**config.mk**
```make
export PLATFORM = sky130hd
export DESIGN_NAME = rpe_rotate
export DESIGN_NICKNAME = d
export VERILOG_FILES = /design/src/rtl/rpe_pkg.sv /design/src/rtl/rpe_rotate.sv
export SDC_FILE = /design/constraint.sdc
export NUM_CORES = 2
export LEC_CHECK = 0
export ABC_AREA = 1
export BUFFER_PORTS_ARGS = -buffer_cell sky130_fd_sc_hd__buf_2
export CORE_MARGIN = 4
export CORE_UTILIZATION = 45
export DETAILED_ROUTE_END_ITERATION = 7
export SYNTH_ARGS = -nofsm -noshare
export SYNTH_HDL_FRONTEND = slang
export SYNTH_SLANG_ARGS = --single-unit
```
**constraint.sdc**
```tcl
create_clock -name clk -period 13.65 [get_ports clk]
set_clock_uncertainty 0.1 [all_clocks]
set_input_delay 0.6825 -clock clk [delete_from_list [all_inputs] [get_ports clk]]
set_output_delay 0.6825 -clock clk [all_outputs]
set_load 0.02 [all_outputs]
```
**src/rtl/rpe_pkg.sv**
```systemverilog
package rpe_pkg;

	localparam int TRIG_WIDTH = 16;
	localparam int FRAC_SHIFT = 14;
	localparam int DIM_WIDTH  = 7;
	localparam int HALF_WIDTH = 7;

	localparam logic [HALF_WIDTH-1:0] HALF_RESET = 7'd64;

	typedef struct packed {
		logic [DIM_WIDTH-1:0] lo_dim;
		logic [DIM_WIDTH-1:0] hi_dim;
		logic                 last;
	} rpe_tag_t;

endpackage

```
**src/rtl/rpe_rotate.sv**
```systemverilog
module rpe_rotate #(
	parameter int SAMPLE_WIDTH = 16
) (
	input  logic                                 clk,
	input  logic                                 load,
	input  logic signed [SAMPLE_WIDTH-1:0]       x_cur,
	input  logic signed [rpe_pkg::TRIG_WIDTH-1:0] cos_cur,
	input  logic signed [rpe_pkg::TRIG_WIDTH-1:0] sin_cur,
	input  logic signed [SAMPLE_WIDTH-1:0]       x_buf,
	input  logic signed [rpe_pkg::TRIG_WIDTH-1:0] cos_buf,
	input  logic signed [rpe_pkg::TRIG_WIDTH-1:0] sin_buf,
	input  rpe_pkg::rpe_tag_t                    tag_in,
	output rpe_pkg::rpe_tag_t                    tag_out,
	output logic [SAMPLE_WIDTH-1:0]              lo_result,
	output logic [SAMPLE_WIDTH-1:0]              hi_result
);

	localparam int PW = SAMPLE_WIDTH + rpe_pkg::TRIG_WIDTH;
	localparam int AW = PW + 1;
	localparam int RW = AW - rpe_pkg::FRAC_SHIFT;
	localparam logic [AW-1:0] RND = AW'(1) << (rpe_pkg::FRAC_SHIFT - 1);

	logic signed [PW-1:0] xb_cb_s2;
	logic signed [PW-1:0] xc_sb_s2;
	logic signed [PW-1:0] xc_cc_s2;
	logic signed [PW-1:0] xb_sc_s2;
	rpe_pkg::rpe_tag_t    tag_s2;

	logic [AW-1:0] lo_acc;
	logic [AW-1:0] hi_acc;

	function automatic logic [SAMPLE_WIDTH-1:0] round_sat(input logic [AW-1:0] acc);
		logic [AW-1:0] biased;
		logic [RW-1:0] r;
		logic [RW-SAMPLE_WIDTH:0] top;
		biased = acc + RND;
		r = biased[AW-1:rpe_pkg::FRAC_SHIFT];
		top = r[RW-1:SAMPLE_WIDTH-1];
		if (top == '0 || top == '1) begin
			return r[SAMPLE_WIDTH-1:0];
		end else if (r[RW-1]) begin
			return {1'b1, {(SAMPLE_WIDTH-1){1'b0}}};
		end else begin
			return {1'b0, {(SAMPLE_WIDTH-1){1'b1}}};
		end
	endfunction

	always_ff @(posedge clk) begin
		if (load) begin
			xb_cb_s2 <= x_buf * cos_buf;
			xc_sb_s2 <= x_cur * sin_buf;
			xc_cc_s2 <= x_cur * cos_cur;
			xb_sc_s2 <= x_buf * sin_cur;
			tag_s2   <= tag_in;
		end
	end

	assign lo_acc = {xb_cb_s2[PW-1], xb_cb_s2} - {xc_sb_s2[PW-1], xc_sb_s2};
	assign hi_acc = {xc_cc_s2[PW-1], xc_cc_s2} + {xb_sc_s2[PW-1], xb_sc_s2};

	assign lo_result = round_sat(lo_acc);
	assign hi_result = round_sat(hi_acc);
	assign tag_out   = tag_s2;

endmodule

```
# Yosys cells after proc, flatten, opt, wreduce, memory -nomap -nowiden
# Index checks and enable logic that the tools add are counted.
# totals
word_cells	25
out_inout_bits	47
register_bits	143
in_bits	113
# classes
eq_ne	2
n_mux	4
n_reduce_logical	4
mul	4
add_sub_neg	4
# ops
cell	count
$mul A16 B16 Y32	4
$add A33 B14 Y33 const B	2
$mux W16	4
$add A32 B32 Y33	1
$sub A32 B32 Y33	1
$eq A4 B4 Y1 const B	2
$logic_not A4 Y1	2
$logic_or A1 B1 Y1	2

# Logic depth before layout (Yosys ltp)
# logic_depth
ltp_word	5
depth_mapped	28
mapped_depth_nobuf	26

# Worst setup path after synthesis
# No wires, ideal clock.
# synth_path
path_kind	input port to flip-flop
start	input cos_buf[5] (netlist name)
end	register xb_cb_s2[31], data pin
stages	25
path_buffers	2
t_arrival_ns	5.917
required_time_ns	13.294
path_slack_ns	7.377
setup_time_ns	0.256
path_cell_list	clkbuf_1 clkbuf_1 nand2_1 fa_1 inv_1 fa_1 fa_1 fa_1 fa_1 inv_1 fa_1 inv_1 ha_1 nand2_1 inv_1 nand2_1 nor3_1 nand4_1 nand3_1 a21o_1 nand2_1 inv_1 nor2_1 nand2_1 nand2_1
# synth_via
elab_chain_cells	1
# synth_lines
element	line	source
start, declared	rpe_rotate.sv:10	input logic signed [rpe_pkg::TRIG_WIDTH-1:0] cos_buf,
$mul A16 B16 Y32	rpe_rotate.sv:50	xb_cb_s2 <= x_buf * cos_buf;
end signal, assigned	rpe_rotate.sv:50	
end, declared	rpe_rotate.sv:23	logic signed [PW-1:0] xb_cb_s2;
# No other way between the ends.
# A chain may end at the register's enable or synchronous reset.

# Worst setup path in the final report
# layout_path
start	input x_buf[15]
end	register xb_cb_s2[31], data pin
# layout_via
elab_chain_cells	1
# layout_lines
element	line	source
start, declared	rpe_rotate.sv:9	input logic signed [SAMPLE_WIDTH-1:0] x_buf,
$mul A16 B16 Y32	rpe_rotate.sv:50	
# No other way between the ends.

==> reports/results.txt <==
Ys Warns: 0
Synth Area in Simple Gates: 15.4%
layout cells sized above 1: 3.67%
Pins Over Slew Limit: 0
most frequent cells after synthesis: inv_1, nand2_1, fa_1
GPL Wtd Cong: 0.872
overall die area: 117,000 um2
total number of vias: 37,200
post-route clock period utilization: 48.0%
Die W: 342 um
Compound-Gate Fraction of Synth Area: 4.09%
CTS tree: done
Clock Tree Root: clkbuf_16
xor and xnor area share after synthesis: 2.94%
post-cts sizing count: 0
maxcap violations: 0
Final Hold Vio Count: 0
area grow syn2layout: 4.86%
ys async rst share: 0%
Crit Path Class: in2reg
port bufs: 159
Yosys top cell by area: fa_1
IO Count: 160
number of synthesized register bits: 143
Sink Count: 143
CP arrival: 6670 ps
number of synthesized flops with an enable pin: 143
syn nets: 7,852
hold_buf cts: 0
RSZ-0062 raised after global routing: no
largest family of logic cells by synthesized area: adder cells
vias in the first global route: 39,700
most instantiated library cell after synthesis: inv_1
Mapped Area: 50,100 um2
H-tree depth: 4
FMAX: 153 MHz
Post-DRT Antenna Nets: 0
Max Buffers Root-to-Sink: 2
Unique masters post-synth: 44
setup_tns: 0 ps
ranking of synthesized cells by area: fa_1, inv_1, nand2_1, ha_1, edfxtp_1
first-pass GRT wire length: 208,000 um
Pre-antenna DRT Iters: 6
Initial Util: 45.3%
initial antenna violation count: 22
clock transition at the registers of the reported paths: 70 ps
Rows: 122
TritonCTS buffer count: 17
Min Clock Period, post-route: 6550 ps
post-synthesis mux area share: 0%
Post-CTS Setup Bufs: 0
Mapped Cells: 6,241
All-Layer GR Usage: 22.2%
Hold WC Path Type: in2reg
syn avg cell area: 8.03 um2
Main synth FF type: edfxtp_1
hpwl dp: 103,000 um
nets: 7,807
worst slew pin tran: 969 ps
Rel. slew slack: 35.4%
adder-cell share of the synthesized area: 53.1%
initial drt markers: 2,143
crit start category: input port
status: finished, final reports clean
top cell type's share of synthesized area: 41.9%
die height: 342 um
Post-Route WL: 124,000 um
DRC viols: 0
total grt overflow: 0
worst path required time: 13,770 ps
largest net degree at the start of global routing: 73
register area share after synthesis: 8.57%
drt wl/cell: 16.1 um
DR vias/cell: 4.83
Core Region: 111,000 um2
# setup viols final: 0
CP Capture Type: register
CP Max Fanout: 32
[per-layer routing]
metal / up-vias / global-route usage [%] / wire, um
met5: - / 0 / 65
met4: 10 / 4.19 / 2150
met3: 130 / 3.45 / 6980
met2: 846 / 37.8 / 59800
met1: 18400 / 30.5 / 55000
li1: 17800 / - / -
[final cells by class]
| type | count | area [um2] |
|---|---|---|
| Clock buffer | 17 | 425 |
| Timing Repair Buffer | 161 | 817 |
| Antenna cell | 14 | 35.0 |
| Fill cell | 11000 | 58100 |
| Clock inverter | 14 | 166 |
| Multi-Input combinational cell | 3989 | 37900 |
| Tap cell | 1488 | 1860 |
| Inverter | 1884 | 7070 |
| Sequential cell | 143 | 4290 |
[sequential cells by signal, summed over array words and instances, names as in the netlist]
register and cells:
tag_out 15, xb_cb_s2 32, xb_sc_s2 32, xc_cc_s2 32, xc_sb_s2 32
[worst max-delay path, cell delays in order]
cell     delay [ps]
buf_2           510
nand2_1         200
inv_1           170
fa_1            550
fa_1            910
fa_1            530
fa_1            520
fa_1            500
inv_1            50
fa_1            470
inv_1            40
ha_1            340
nand2_1         120
inv_1            70
nand2_1          60
nor3_1          180
nand4_1         120
nand3_1         140
a21o_1          180
nand2_1          70
inv_1            80
nor2_1           40
nand2_1          60
nand2_1          60
[final timing paths]
kind	from	to	depth (start not counted)
worst max-delay path	x_buf[15]	xb_cb_s2[31]	24
worst min-delay path	tag_in[12]	tag_out[12]	1
[metrics by stage]
| stage | setup slack [ps] | util, % | cells | hold slack, ps | area (um2) |
|---|---|---|---|---|---|
| floorplan | 7380 | - | 6241 | 681 | 50100 |
| global placement | 6670 | 46.9 | 7665 | 759 | 51900 |
| detailed placement | 6620 | 46.9 | 7665 | 761 | 51900 |
| CTS | 7130 | 47.4 | 7696 | 247 | 52500 |
| global route | 6640 | 47.4 | 7696 | 254 | 52500 |
| finish | 7100 | 47.5 | 7710 | 284 | 52500 |
[kinds of logic after synthesis]
kind of cell	after synthesis
adders and majority gates	1498
xor gates and xnor gates	168
and+or+nand+nor	1964
AOI/OAI and AO/OA	359
buffers and inverters	2109
DFF	143
[cell usage in the layout (no fill, tap or decap), drive strengths merged, types with 2 or more instances in the layout]
cell / instances
inv: 1886
nand2: 1610
fa: 1048
ha: 450
nor2: 208
a21oi: 175
buf: 161
edfxtp: 143
xor2: 108
o21ai: 88
nand3: 73
xnor2: 60
o21bai: 33
nor3: 25
nand4: 24
a21o: 22
clkbuf: 17
diode: 14
a31oi: 10
nor4: 9
a21boi: 8
nand3b: 7
clkinv: 7
o21a: 4
a211oi: 4
o211ai: 4
o2111ai: 3
o221a: 3
nor2b: 3
and2: 3
bufinv: 3
a221oi: 2
a31o: 2
clkinvlp: 2
Power is not shown: default switching activity piles up to over one toggle a cycle in this logic, so the estimate is an artifact.
